`config.mk`:
```
export PLATFORM = sky130hd
export DESIGN_NAME = dwarf_encoded_pointer_decoder
export DESIGN_NICKNAME = d
export VERILOG_FILES = /design/src/hdl/dep_pkg.sv /design/src/hdl/dep_step.sv /design/src/hdl/dwarf_encoded_pointer_decoder.sv
export SDC_FILE = /design/constraint.sdc
export NUM_CORES = 1
export LEC_CHECK = 0
export ABC_CLOCK_PERIOD_IN_PS = 15760
export BUFFER_PORTS_ARGS = -buffer_cell sky130_fd_sc_hd__buf_2
export CORE_MARGIN = 5
export CORE_UTILIZATION = 42
export CTS_BUF_LIST = sky130_fd_sc_hd__clkbuf_8
export CTS_CLUSTER_SIZE = 12
export DETAILED_ROUTE_END_ITERATION = 8
export PLACE_DENSITY_LB_ADDON = 0.1
export SYNTH_ARGS = -nofsm -noshare
export SYNTH_HDL_FRONTEND = slang
export SYNTH_SLANG_ARGS = --single-unit
```
`constraint.sdc`:
```
create_clock -name clk -period 15.76 [get_ports clk]
set_input_delay 3.152 -clock clk [delete_from_list [all_inputs] [get_ports clk]]
set_output_delay 3.152 -clock clk [all_outputs]
set_load 0.01 [all_outputs]
```
`src/hdl/dep_pkg.sv`:
```
// Shared types, codes and format lookup for the encoded pointer decoder.
`default_nettype none
package dep_pkg;

  localparam logic [7:0] ENC_OMIT   = 8'hff;
  localparam logic [7:0] APP_MASK   = 8'h70;
  localparam logic [7:0] FMT_MASK   = 8'h0f;
  localparam logic [6:0] LEB_PAYLOAD = 7'h7f;
  localparam int         LEB_MORE_BIT = 7;
  localparam int         LEB_SIGN_BIT = 6;

  localparam logic [2:0] APP_ABS   = 3'h0;
  localparam logic [2:0] APP_PCREL = 3'h1;

  localparam logic [3:0] FMT_PTR    = 4'h0;
  localparam logic [3:0] FMT_ULEB   = 4'h1;
  localparam logic [3:0] FMT_UDATA2 = 4'h2;
  localparam logic [3:0] FMT_UDATA4 = 4'h3;
  localparam logic [3:0] FMT_UDATA8 = 4'h4;
  localparam logic [3:0] FMT_SLEB   = 4'h9;
  localparam logic [3:0] FMT_SDATA2 = 4'ha;
  localparam logic [3:0] FMT_SDATA4 = 4'hb;
  localparam logic [3:0] FMT_SDATA8 = 4'hc;

  localparam logic       KIND_START = 1'b0;
  localparam logic       KIND_DATA  = 1'b1;

  localparam logic [1:0] ST_OK      = 2'd0;
  localparam logic [1:0] ST_OMIT    = 2'd1;
  localparam logic [1:0] ST_BAD_APP = 2'd2;
  localparam logic [1:0] ST_BAD_FMT = 2'd3;

  localparam logic [6:0] SHIFT_LIMIT = 7'd64;
  localparam logic [7:0] COUNT_MAX   = 8'hff;

  typedef struct packed {
    logic        known;
    logic        leb;
    logic        sgn;
    logic [3:0]  size;   // bytes, fixed formats only
  } fmt_info_t;

  typedef struct packed {
    logic        busy;
    logic [7:0]  encoding;
    logic [63:0] base;
    logic [63:0] acc;
    logic [6:0]  shift;
    logic [7:0]  count;
    logic        bad_app;
  } dec_state_t;

  typedef struct packed {
    logic        kind;
    logic [7:0]  encoding;
    logic [63:0] position;
    logic [7:0]  data_byte;
  } in_item_t;

  typedef struct packed {
    logic        valid;
    logic [63:0] value;
    logic [1:0]  status;
    logic [7:0]  bytes_used;
  } result_t;

  function automatic fmt_info_t fmt_lookup(input logic [3:0] fmt);
    fmt_info_t f;
    f = '0;
    case (fmt) inside
      FMT_PTR, FMT_UDATA8: begin f.known = 1'b1; f.size = 4'd8; end
      FMT_SDATA8:          begin f.known = 1'b1; f.size = 4'd8; f.sgn = 1'b1; end
      FMT_UDATA2:          begin f.known = 1'b1; f.size = 4'd2; end
      FMT_SDATA2:          begin f.known = 1'b1; f.size = 4'd2; f.sgn = 1'b1; end
      FMT_UDATA4:          begin f.known = 1'b1; f.size = 4'd4; end
      FMT_SDATA4:          begin f.known = 1'b1; f.size = 4'd4; f.sgn = 1'b1; end
      FMT_ULEB, FMT_SLEB:  begin f.known = 1'b1; f.leb = 1'b1; end
      default:             f = '0;
    endcase
    return f;
  endfunction

endpackage
`default_nettype wire

```
`src/hdl/dep_step.sv`:
```
// Per-item decode step: next decoder state and optional result for one item.
`default_nettype none
module dep_step (
  input  wire  dep_pkg::in_item_t   item,
  input  wire  dep_pkg::dec_state_t cur,
  output dep_pkg::dec_state_t       nxt,
  output dep_pkg::result_t          res
);
  import dep_pkg::*;

  fmt_info_t   start_fmt;
  fmt_info_t   held_fmt;
  logic [2:0]  start_app;
  logic [63:0] fix_acc;
  logic [6:0]  fix_shift;
  logic        fix_done;
  logic [63:0] leb_acc;
  logic [6:0]  leb_shift;
  logic        leb_done;
  logic [7:0]  count_inc;

  always_comb begin
    start_fmt = fmt_lookup(item.encoding[3:0]);
    held_fmt  = fmt_lookup(cur.encoding[3:0]);
    start_app = item.encoding[6:4];
    count_inc = (cur.count != COUNT_MAX) ? cur.count + 8'd1 : cur.count;

    // Fixed-size little-endian field: one byte per item.
    fix_acc   = cur.acc | ({56'b0, item.data_byte} << cur.shift[5:0]);
    fix_shift = cur.shift + 7'd8;
    fix_done  = fix_shift >= {held_fmt.size, 3'b000};
    if (held_fmt.sgn) begin
      case (held_fmt.size)
        4'd2:    if (fix_acc[15]) fix_acc[63:16] = '1;
        4'd4:    if (fix_acc[31]) fix_acc[63:32] = '1;
        default: ;
      endcase
    end

    // LEB128 field: seven payload bits per item, drop bits past 64.
    leb_acc   = cur.acc;
    leb_shift = cur.shift;
    if (cur.shift < SHIFT_LIMIT) begin
      leb_acc   = cur.acc | ({57'b0, item.data_byte[6:0] & LEB_PAYLOAD} << cur.shift[5:0]);
      leb_shift = cur.shift + 7'd7;
    end
    leb_done = !item.data_byte[LEB_MORE_BIT];
    // Sign fill only on the final byte of a signed LEB field.
    if (leb_done && cur.encoding[3:0] == FMT_SLEB && item.data_byte[LEB_SIGN_BIT]
        && leb_shift < SHIFT_LIMIT) begin
      leb_acc = leb_acc | ({64{1'b1}} << leb_shift[5:0]);
    end

    nxt = cur;
    res = '0;
    if (item.kind == KIND_START) begin
      nxt.busy     = 1'b0;
      nxt.acc      = '0;
      nxt.shift    = '0;
      nxt.count    = '0;
      nxt.encoding = item.encoding;
      if (item.encoding == ENC_OMIT) begin
        nxt.base    = '0;
        nxt.bad_app = 1'b0;
        res.valid   = 1'b1;
        res.status  = ST_OMIT;
      end else begin
        nxt.base    = (start_app == APP_PCREL) ? item.position : 64'd0;
        nxt.bad_app = (start_app != APP_ABS) && (start_app != APP_PCREL);
        if (!start_fmt.known) begin
          res.valid  = 1'b1;
          res.value  = nxt.base;
          res.status = ST_BAD_FMT;
        end else begin
          nxt.busy = 1'b1;
        end
      end
    end else if (cur.busy) begin
      nxt.count = count_inc;
      if (held_fmt.leb) begin
        nxt.acc   = leb_acc;
        nxt.shift = leb_shift;
      end else begin
        nxt.acc   = fix_acc;
        nxt.shift = fix_shift;
      end
      if (held_fmt.leb ? leb_done : fix_done) begin
        nxt.busy       = 1'b0;
        res.valid      = 1'b1;
        res.value      = cur.base + nxt.acc;
        res.status     = cur.bad_app ? ST_BAD_APP : ST_OK;
        res.bytes_used = count_inc;
      end
    end
  end

endmodule
`default_nettype wire

```
`src/hdl/dwarf_encoded_pointer_decoder.sv`:
```
// Top level of the DWARF exception-header encoded pointer decoder.
//
//   channel  direction  handshake            payload
//   in_      input      in_valid / in_stall  kind, encoding, position, data_byte
//   out_     output     out_valid/out_stall  value, status, bytes_used
//
// One item per cycle sustained while the output does not stall: each item
// is registered, passes one decode step (byte shift/OR, sign fill, 64-bit
// base add) and lands in the result register, so a result is offered from
// the result register once its item has passed through the input register.
// Synchronous active-low reset clears both valid flags and decoder state.
// A stalled result holds; the input register takes one more item and, once
// it is full behind the stalled result, in_stall rises.
`default_nettype none
module dwarf_encoded_pointer_decoder (
  input  wire                clk,
  input  wire                rst_n,
  input  wire                in_valid,
  output logic               in_stall,
  input  wire                in_kind,
  input  wire         [7:0]  in_encoding,
  input  wire         [63:0] in_position,
  input  wire         [7:0]  in_data_byte,
  output logic               out_valid,
  input  wire                out_stall,
  output logic signed [63:0] out_value,
  output logic        [1:0]  out_status,
  output logic        [7:0]  out_bytes_used
);
  import dep_pkg::*;

  logic       in_valid_r;
  in_item_t   in_item_r;
  dec_state_t state_r;
  dec_state_t state_nxt;
  result_t    step_res;
  logic       out_valid_r;
  logic [63:0] out_value_r;
  logic [1:0]  out_status_r;
  logic [7:0]  out_bytes_used_r;
  logic       out_free;
  logic       advance;
  logic       in_take;

  // Result register may load when empty or being drained this cycle.
  assign out_free = !out_valid_r || !out_stall;
  // Process the held item when the result side has room.
  assign advance  = in_valid_r && out_free;
  assign in_stall = in_valid_r && !out_free;
  assign in_take  = in_valid && !in_stall;

  dep_step u_step (
    .item (in_item_r),
    .cur  (state_r),
    .nxt  (state_nxt),
    .res  (step_res)
  );

  // Input register: load on accept, drop when consumed.
  always_ff @(posedge clk) begin
    if (!rst_n) begin
      in_valid_r <= 1'b0;
    end else if (in_take) begin
      in_valid_r <= 1'b1;
    end else if (advance) begin
      in_valid_r <= 1'b0;
    end
  end

  always_ff @(posedge clk) begin
    if (in_take) begin
      in_item_r.kind      <= in_kind;
      in_item_r.encoding  <= in_encoding;
      in_item_r.position  <= in_position;
      in_item_r.data_byte <= in_data_byte;
    end
  end

  // Decoder state: advance once per processed item.
  always_ff @(posedge clk) begin
    if (!rst_n) begin
      state_r <= '0;
    end else if (advance) begin
      state_r <= state_nxt;
    end
  end

  // Result register: load a new result, else clear when taken.
  always_ff @(posedge clk) begin
    if (!rst_n) begin
      out_valid_r <= 1'b0;
    end else if (out_free) begin
      out_valid_r <= advance && step_res.valid;
    end
  end

  always_ff @(posedge clk) begin
    if (advance && step_res.valid) begin
      out_value_r      <= step_res.value;
      out_status_r     <= step_res.status;
      out_bytes_used_r <= step_res.bytes_used;
    end
  end

  assign out_valid      = out_valid_r;
  assign out_value      = $signed(out_value_r);
  assign out_status     = out_status_r;
  assign out_bytes_used = out_bytes_used_r;

  // An omitted pointer reports zero value and no bytes.
  a_omit_zero: assert property (@(posedge clk) disable iff (!rst_n)
    out_valid_r && out_status_r == ST_OMIT |-> out_value_r == 64'd0
      && out_bytes_used_r == 8'd0)
    else $error("omit result not zero");

  // Results reached through data bytes consumed at least one byte.
  a_bytes_seen: assert property (@(posedge clk) disable iff (!rst_n)
    out_valid_r && (out_status_r == ST_OK || out_status_r == ST_BAD_APP)
      |-> out_bytes_used_r != 8'd0)
    else $error("decoded result with zero bytes");

  // LEB shift never grows past one step beyond 64 bits.
  a_shift_bound: assert property (@(posedge clk) disable iff (!rst_n)
    state_r.shift <= 7'd70)
    else $error("bit shift out of range");

  // A held result waiting on the consumer stalls the input register once full.
  a_hold_input: assert property (@(posedge clk) disable iff (!rst_n)
    in_valid_r && out_valid_r && out_stall |=> in_valid_r && $stable(state_r))
    else $error("item processed while result stalled");

endmodule
`default_nettype wire
```
==> results of run 1 <==
-- where the power goes --
part / leakage (nW) / internal [mW] / switching, mW
Sequential: 2.58 / 0.856 / 0.0111
Clock: 0.658 / 0.435 / 0.352
Combinational: 4.07 / 0.0341 / 0.0781
Total: 7.31 / 1.32 / 0.441
-- critical path, delay by kind of cell, from the launching register on --
kind	cells	cell delay (ps)
AO/OA/AOI/OAI	10	3430
flip-flops	1	910
buffers and inverters	1	220
adder cells (fa/ha/maj)	2	710
XOR/XNOR	1	190
AND/OR/NAND/NOR	7	1500
-- how the worst max path moves through the flow --
| stage | start | to | slack (ps) |
|---|---|---|---|
| after floorplan | out_stall | in_item_r[0] | 8250 |
| after global placement | state_r[9] | out_value[61] | 8760 |
| after detailed placement | state_r[9] | out_value[61] | 8710 |
| after CTS | state_r[9] | out_value[61] | 8660 |
| after global routing | state_r[9] | out_value[61] | 8140 |
| final | state_r[9] | out_value[61] | 8510 |
-- cells in the mapped netlist, drive strengths merged, types with 21 or more instances --
cell,count
a22oi,50
nor2,153
dfxtp,151
nor3,33
o211ai,21
nand2,242
o21ai,162
xor2,33
clkbuf,119
xnor2,41
nand3,158
a21o,49
inv,27
ha,71
edfxtp,155
a21oi,227
and3,22
a31oi,24
-- sequential cells by signal, indices dropped and copies added (netlist names) --
name            cells
state_r           149
out_bytes_used      8
in_item_r          81
out_value          64
in_valid_r          1
out_status          2
out_valid           1
-- layer usage --
metal  part of all wire, %  global-route usage, %  vias to the layer above
li1                      -                      -                     7625
met1                    45                   36.9                     7723
met2                    45                   41.3                      588
met3                   6.5                   4.05                      134
met4                   3.2                   8.80                        0
met5                     0                      0                        -
-- stage by stage --
step | area (µm²) | hold slack (ps) | utilization (%)
6_report | 19900 | 449 | 48.5
5_1_grt | 19900 | 470 | 48.5
4_1_cts | 19900 | 451 | 48.5
3_5_place_dp | 18700 | 443 | 45.7
3_3_place_gp | 18700 | 437 | 45.7
2_1_floorplan | 17500 | 432 | -
-- layout make-up --
cell class                      count  area [µm²]
Fill cell                        4029       21100
Timing Repair Buffer              192        1040
Sequential cell                   306        7680
Clock inverter                     42         323
Multi-Input combinational cell   1534        9250
Inverter                           27         106
Clock buffer                       60         826
Tap cell                          532         666
-- logic make-up (layout without fill, tap and decap cells) --
group | Yosys count | after routing | synth area share, %
multiplexers | 21 | 21 | 1.62
adder cells (fa/ha/maj) | 73 | 73 | 5.25
AO/OA/AOI/OAI | 667 | 667 | 23.6
flip-flops | 306 | 306 | 43.9
AND/OR/NAND/NOR | 699 | 699 | 18.3
XOR/XNOR | 74 | 74 | 3.75
buffers and inverters | 162 | 321 | 3.60
==> impl_metrics.yaml, run 1 <==
detailed_routing:
  drc: 0
  routed_wl_mm: 62.2
  vias_per_cell: 5.97
  drt.antenna.violating_nets: 0
  wl_per_cell_um: 23.1
  drtIter0Drc: 1616
  dr.pass1.iters: 5
  vias: 16070
critical_path:
  r2r_start: "state_r[9]"
  critPathMaxStageDelay_ps: 910
  ff2ff_path_depth: 21
  crit_path_top_delay_cell: "dfxtp_1"
  reg2reg_slack_ps: 8510
  crit_fanout: 24
  startpoint_type: "register"
  crit_path_end_kind: "register"
  r2r_end: "out_value[61]"
  critPathKind: "register to register"
  crit_chain: "inv_1 > ha_1 > nor2b_1 > o21ai_0 > nor2_1 > nand2_1 > nor2_1 > a32oi_1 > a21oi_1 > a2111o_1 > ha_1 > and3_1 > and4_1 > nand3_1 > a211oi_1 > o21ai_1 > o31ai_1 > a211o_1 > a31oi_1 > xor2_1 > o21ai_1"
  critical_path_arrival_ps: 7590
  worst_ep_required_time_ps: 16100
place:
  port_buffers: 160
  gp_congestion: 1.04
  dp_hpwl_mm: 44.1
  place_ws_ps: 8710
  dp_cells: 2591
clocking:
  cts_buffers: 54
  clk_path_buf_depth: 3
  clock_latency_ps: 660
  cts_hold_buf: 0
  cts_tree: "built"
  htreeDepth: 2
  cts_resized: 0
  cts.clk_slew.worst_paths_ps: 70
  numClockSinks: 306
  cts_setup_buffers: 0
  clockRootBuffer: "clkbuf_8"
synthesis:
  synth_ff_type: "edfxtp_1"
  syn_nets: 2159
  synth_seq_cells: 306
  yosysTopAreaCellShare_pct: 26.6
  yosysTopAreaCell: "edfxtp_1"
  synthArstFlopShare_pct: 0
  ys_types: 81
  synth_edf_count: 155
  yosysSeqAreaShare_pct: 43.9
  yosysWarnings: 0
  synthTopCellsByArea: "edfxtp_1 27%, dfxtp_1 17%, a21oi_1 6.5%, nand2_1 5.2%, ha_1 5.1%"
  syn_avg_cell_area_um2: 8.74
  synthCells: 2002
  syn-cell-area_mm2: 0.0175
global_routing:
  grt_pass1_vias: 15613
  grtUsageTotal_pct: 26.1
  grt_pass1_wl_mm: 95.1
  antenna_found_initial: 0
  grt_max_degree: 100
  gr-total-overflow: 0
layout:
  final_common_cell: "nand2_1"
  final_cell_mix: "241 x nand2_1, 226 x a21oi_1, 160 x buf_2"
  layout-drive-gt1-share_pct: 14.2
  diodes: 0
  area_growth_pct: 13.7
  finalNonFillerCells: 2693
  nets: 2272
sta:
  skew_ps: 32.8
  setup_ws_ps: 8510
  relSlewSlack_pct: 21.6
  rsz0062_at_grt: "false"
  setup_viol: 0
  max_freq_ghz: 0.138
  hold_viol_final: 0
  fin_crit_sh_pct: 46.0
  worst_pin_slew_ps: 1180
  setup_tns_ps: 0
  min_period_ps: 7250
  maxSlewViolCount: 0
die:
  dieArea_mm2: 0.0458
  io_pins: 161
  start_util_pct: 42.7
  core.rowCount: 74
  die_height_um: 214
  die_w_um: 214
  core_area_mm2: 0.0410
job:
  maxCapViolations: 0
min_path:
  hold_depth: 2
  hp-start: "state_r[66]"
  holdCritPathClass: "register to register"
  hold_end: "state_r[66]"
power:
  p_leak_nw: 7.31
  power_density_mw_per_mm2: 88.8
  ir_worst_vdd_v: 0.0000672
  power_mw: 1.77
run_status:
  status: "completed"
(Power assumes the default switching activity.)
==> run 2: changes to the inputs <==
--- a/config.mk
+++ b/config.mk
@@ -5,7 +5,7 @@
 export SDC_FILE = /design/constraint.sdc
 export NUM_CORES = 1
 export LEC_CHECK = 0
-export ABC_CLOCK_PERIOD_IN_PS = 15760
+export ABC_CLOCK_PERIOD_IN_PS = 7000
 export BUFFER_PORTS_ARGS = -buffer_cell sky130_fd_sc_hd__buf_2
 export CORE_MARGIN = 5
 export CORE_UTILIZATION = 42
==> constraint.sdc (replaced) <==
create_clock -name clk -period 7 [get_ports clk]
set_input_delay 1.4 -clock clk [delete_from_list [all_inputs] [get_ports clk]]
set_output_delay 1.4 -clock clk [all_outputs]
set_load 0.01 [all_outputs]
==> run 2 against run 1 <==
Net effect:
- maximum frequency increased by 12%
- die area unchanged
- sequential share of layout area decreased by 0.68 points
- final cell count increased by 1.8%
- critical path depth unchanged
- register-to-register slack got worse by 8000 ps
- utilization increased by 0.86 points
- non-clock buffer count increased by 46
- global-route usage increased by 0.75 points
- clock skew decreased by 1.4 ps
- total power increased by 120%
==> impl_metrics.yaml, run 2 (synthesized netlist as in run 1, its figures left out) <==
global_routing:
  gr-total-overflow: 0
  grt_pass1_vias: 15870
  antenna_found_initial: 4
  grtUsageTotal_pct: 26.9
  grt_pass1_wl_mm: 97.2
  grt_max_degree: 93
die:
  core.rowCount: 74
  die_w_um: 214
  io_pins: 161
  die_height_um: 214
  start_util_pct: 42.7
  core_area_mm2: 0.0410
  dieArea_mm2: 0.0458
sta:
  hold_viol_final: 0
  fin_hold_ws_ps: 456
  maxSlewViolCount: 0
  max_freq_ghz: 0.155
  fin_crit_sh_pct: 92.0
  min_period_ps: 6440
  relSlewSlack_pct: 21.5
  skew_ps: 31.4
  setup_viol: 0
  worst_pin_slew_ps: 1180
  setup_tns_ps: 0
  rsz0062_at_grt: "false"
layout:
  regMostFlops: "state_r"
  layout-drive-gt1-share_pct: 16.1
  final_common_cell: "nand2_1"
  final_cell_mix: "241 x nand2_1, 226 x a21oi_1, 160 x buf_2"
  finalNonFillerCells: 2741
  area_growth_pct: 15.7
  fin_util_pct: 49.4
  nets: 2318
  largest_reg_flops: 149
detailed_routing:
  drc: 0
  wl_per_cell_um: 23.4
  drtIter0Drc: 1406
  dr.pass1.iters: 5
  vias: 16306
  vias_per_cell: 5.95
  drt.antenna.violating_nets: 0
  routed_wl_mm: 64.1
clocking:
  clock_latency_ps: 660
  cts.clk_slew.worst_paths_ps: 60
  cts_hold_buf: 0
  htreeDepth: 2
  numClockSinks: 306
  cts_tree: "built"
  clockRootBuffer: "clkbuf_8"
  cts_buffers: 54
  cts_setup_buffers: 0
  clk_path_buf_depth: 3
  cts_resized: 0
place:
  port_buffers: 160
  dp_cells: 2637
  dp_hpwl_mm: 46.5
  gp_congestion: 1.00
critical_path:
  crit_fanout: 9
  worst_ep_required_time_ps: 7360
  critPathKind: "register to register"
  critical_path_arrival_ps: 6810
  ff2ff_path_depth: 21
  critPathCapture: "out_value[61]"
  reg2reg_slack_ps: 560
  r2r_start: "state_r[9]"
  startpoint_type: "register"
  crit_path_end_kind: "register"
  crit_start: "state_r[9]"
  r2r_end: "out_value[61]"
power:
  ir_worst_vdd_v: 0.000169
  p_leak_nw: 7.54
  power_density_mw_per_mm2: 195
min_path:
  holdCritPathClass: "register to register"
  hp-start: "state_r[58]"
job:
  maxCapViolations: 0
run_status:
  status: "completed"
## run 2: changes by cell type in the layout (fill, tap and decap cells not counted), moves of 2 or more
cell / delta
buf_4: +46
clkbuf_8: +9
inv_1: -4
bufinv_16: -3
clkinvlp_4: -3
inv_6: -3
diode_2: +2
o21ai_0: +2
o21ai_1: -2
## run 2: worst min path at each step
stage,cells past startpoint,endpoint
global route,2,state_r[73]
CTS,2,state_r[70]
floorplan,2,state_r[66]
global placement,2,state_r[66]
detailed placement,2,state_r[70]
finish,2,state_r[58]
## run 2: final cells by class
type | instances | area [µm²]
Clock buffer | 69 | 950
Timing Repair Buffer | 238 | 1390
Inverter | 27 | 106
Antenna cell | 2 | 5.00
Clock inverter | 33 | 203
Sequential cell | 306 | 7680
Multi-Input combinational cell | 1534 | 9250
Tap cell | 532 | 666
Fill cell | 3982 | 20800
## run 2: metrics by stage
stage | cell area [µm²] | power [mW] | setup WS, ps
2_1_floorplan | 17500 | 2.13 | 976
3_3_place_gp | 19100 | 2.25 | 734
3_5_place_dp | 19100 | 2.25 | 718
4_1_cts | 20200 | 4.00 | 698
5_1_grt | 20200 | 4.12 | 201
6_report | 20200 | 3.96 | 559
## run 2: report_power, final
part / switching [mW] / leakage, nW / total, mW / internal (mW)
combinational: 0.181 / 4.30 / 0.261 / 0.0799
clock: 0.781 / 0.661 / 1.74 / 0.961
sequential: 0.0260 / 2.58 / 1.95 / 1.93
## run 2: per-layer routing
layer | routed length, µm | up-vias | global-route usage (%)
met5 | 31 | - | 0
met4 | 1850 | 6 | 7.67
met2 | 29300 | 573 | 43.1
li1 | - | 7754 | -
met3 | 4510 | 117 | 6.44
met1 | 28400 | 7856 | 36.6
## run 2: worst max-delay path, stage by stage (launching register included)
cell	delay, ps
dfxtp_1	550
inv_1	170
ha_1	260
nor2b_1	150
xnor2_1	570
o21ai_0	340
or2_1	370
nor2_1	300
a221oi_1	170
o21ai_1	260
ha_1	290
and3_1	220
and4_1	310
nand3_1	120
a211oi_1	460
o21ai_1	160
buf_4	200
o31ai_1	620
a211o_1	320
a31oi_1	130
xor2_1	150
o21ai_1	70
==> run 3: changes to the inputs <==
--- a/config.mk
+++ b/config.mk
@@ -5,10 +5,10 @@
 export SDC_FILE = /design/constraint.sdc
 export NUM_CORES = 1
 export LEC_CHECK = 0
-export ABC_CLOCK_PERIOD_IN_PS = 7000
+export ABC_CLOCK_PERIOD_IN_PS = 7340
 export BUFFER_PORTS_ARGS = -buffer_cell sky130_fd_sc_hd__buf_2
 export CORE_MARGIN = 5
-export CORE_UTILIZATION = 42
+export CORE_UTILIZATION = 40
 export CTS_BUF_LIST = sky130_fd_sc_hd__clkbuf_8
 export CTS_CLUSTER_SIZE = 12
 export DETAILED_ROUTE_END_ITERATION = 8
==> constraint.sdc (replaced) <==
create_clock -name clk -period 7.34 [get_ports clk]
set_input_delay 1.468 -clock clk [delete_from_list [all_inputs] [get_ports clk]]
set_output_delay 1.468 -clock clk [all_outputs]
set_load 0.01 [all_outputs]
==> run 3 against run 2 <==
Net effect:
- clock-buffer cell count is 7 lower
- non-clock buffer count is 17 lower
- routed wire length is 0.64% higher
- cell area is 0.45% lower
- combinational power is 5% lower
- maximum frequency is 1.4% lower
- critical path depth is 1 higher
- final cell count is 1.4% higher
- largest cell class unchanged
- critical path type unchanged
- die area is 4.8% higher
==> impl_metrics.yaml, run 3 (synthesized netlist as in run 1, its figures left out) <==
run_status:
  status: "completed"
die:
  core_area_mm2: 0.0432
  io_pins: 161
  die_w_um: 219
  dieArea_mm2: 0.0480
  core.rowCount: 76
  start_util_pct: 40.5
  die_height_um: 219
layout:
  fillers: 4285
  layout-drive-gt1-share_pct: 15.3
  finalInstanceArea_mm2: 0.0202
  final_common_cell: "nand2_1"
  regMostFlops: "state_r"
  final_cell_mix: "241 x nand2_1, 226 x a21oi_1, 160 x buf_2"
  nets: 2304
  diodes: 0
  largest_reg_flops: 149
  area_growth_pct: 15.2
sta:
  skew_ps: 24.6
  min_period_ps: 6530
  relSlewSlack_pct: 20.6
  setup_viol: 0
  worst_pin_slew_ps: 1190
  rsz0062_at_grt: "false"
  maxSlewViolCount: 0
  fin_crit_sh_pct: 89.0
  max_freq_ghz: 0.153
  hold_viol_final: 0
  setup_tns_ps: 0
clocking:
  cts.clk_slew.worst_paths_ps: 60
  cts_tree: "built"
  clock_latency_ps: 640
  htreeDepth: 2
  numClockSinks: 306
  clk_path_buf_depth: 3
  cts_hold_buf: 0
  cts_resized: 0
  cts_setup_buffers: 0
  cts_buffers: 57
  clockRootBuffer: "clkbuf_8"
detailed_routing:
  drt.antenna.violating_nets: 0
  vias_per_cell: 5.87
  wl_per_cell_um: 23.2
  drtIter0Drc: 1366
  routed_wl_mm: 64.5
  dr.pass1.iters: 5
  drc: 0
  vias: 16319
critical_path:
  critPathKind: "register to register"
  critPathBufInv: 3
  crit_fanout: 23
  crit_path_top_delay_cell: "dfxtp_1"
  crit_path_end_kind: "register"
  path_delay_family: "compound AO/OA/AOI/OAI gates"
  startpoint_type: "register"
  worst_ep_required_time_ps: 7700
  crit_chain: "inv_1 > ha_1 > nor2b_1 > a21o_1 > o21ai_0 > or2_1 > nor2_1 > a221oi_1 > o21ai_1 > ha_1 > and3_1 > and4_1 > nand3_1 > a211oi_1 > o21ai_1 > buf_4 > o31ai_1 > buf_4 > a31o_2 > nand2_1 > a21oi_1 > o21ai_1"
  cp_common_cell: "o21ai_1"
  critical_path_arrival_ps: 6890
  critPathMaxStageDelay_ps: 830
power:
  seqPwrFrac_pct: 49.7
  p_int_mw: 2.80
  p_leak_nw: 7.44
  switchingPower_uw: 949
  combPwrFrac_pct: 6.6
  power_density_mw_per_mm2: 186
  clockPowerShare_pct: 43.6
  swShare_pct: 25.3
  ir_worst_vdd_v: 0.000129
place:
  gp_congestion: 0.974
  dp_hpwl_mm: 47.3
  place_area_mm2: 0.0190
  port_buffers: 160
global_routing:
  grt_pass1_wl_mm: 97.7
  antenna_found_initial: 1
  gr-total-overflow: 0
  grt_pass1_vias: 15686
  grt_max_degree: 82
  grtUsageTotal_pct: 26.4
job:
  maxCapViolations: 0
min_path:
  holdCritPathClass: "register to register"
-- run 3: through the flow --
| step | std cells | worst slack, ps | power (mW) | utilization [%] | hold WS [ps] |
|---|---|---|---|---|---|
| after detailed placement | 2673 | 982 | 2.15 | 44.1 | 442 |
| after CTS | 2780 | 951 | 3.80 | 46.7 | 450 |
| after floorplan | 2002 | 1320 | 2.03 | - | 432 |
| after global placement | 2673 | 1180 | 2.15 | 44.1 | 438 |
| final | 2780 | 811 | 3.75 | 46.7 | 449 |
| after global routing | 2780 | 581 | 3.91 | 46.7 | 478 |
-- run 3: layer usage --
metal / GRT usage, % / wire length [µm]
met4: 7.12 / 1570
met5: 0 / 13
met1: 37.4 / 29500
met2: 42.4 / 29900
met3: 3.85 / 3500
-- run 3: power groups by stage --
stage | clock network (mW) | logic (mW) | registers (mW)
global placement | 0 | 0.248 | 1.90
floorplan | 0 | 0.137 | 1.90
global route | 1.78 | 0.270 | 1.87
detailed placement | 0 | 0.249 | 1.90
CTS | 1.69 | 0.249 | 1.86
finish | 1.64 | 0.248 | 1.86
-- run 3: worst reg2reg max path, cell delays in order (launching register included) --
cell and delay, ps:
dfxtp_1 830, inv_1 190, ha_1 360, nor2b_1 170, a21o_1 320, o21ai_0 550, or2_1 300, nor2_1 90
a221oi_1 360, o21ai_1 190, ha_1 440, and3_1 230, and4_1 320, nand3_1 110, a211oi_1 400, o21ai_1 110
buf_4 190, o31ai_1 450, buf_4 210, a31o_2 180, nand2_1 60, a21oi_1 160, o21ai_1 70
-- run 3: area by class of cell --
| cell class | count | area [µm²] | share of cell area [%] |
|---|---|---|---|
| well taps | 585 | 732 | 3.63 |
| clock buffers | 62 | 853 | 4.23 |
| clock inverters | 45 | 277 | 1.37 |
| flip-flops and latches | 306 | 7680 | 38.1 |
| multi-input cells | 1534 | 9250 | 45.9 |
| repair buffers | 221 | 1260 | 6.25 |
| inverters | 27 | 104 | 0.515 |
-- run 3: path summary, 6_finish.rpt --
path,start,end,depth (start not counted),slack (ps)
worst min-delay path,state_r[66],state_r[66],2,450
worst max register to register,state_r[10],out_value[49],22,810
worst min register to register,state_r[66],state_r[66],2,450
worst max-delay path,state_r[10],out_value[49],22,810
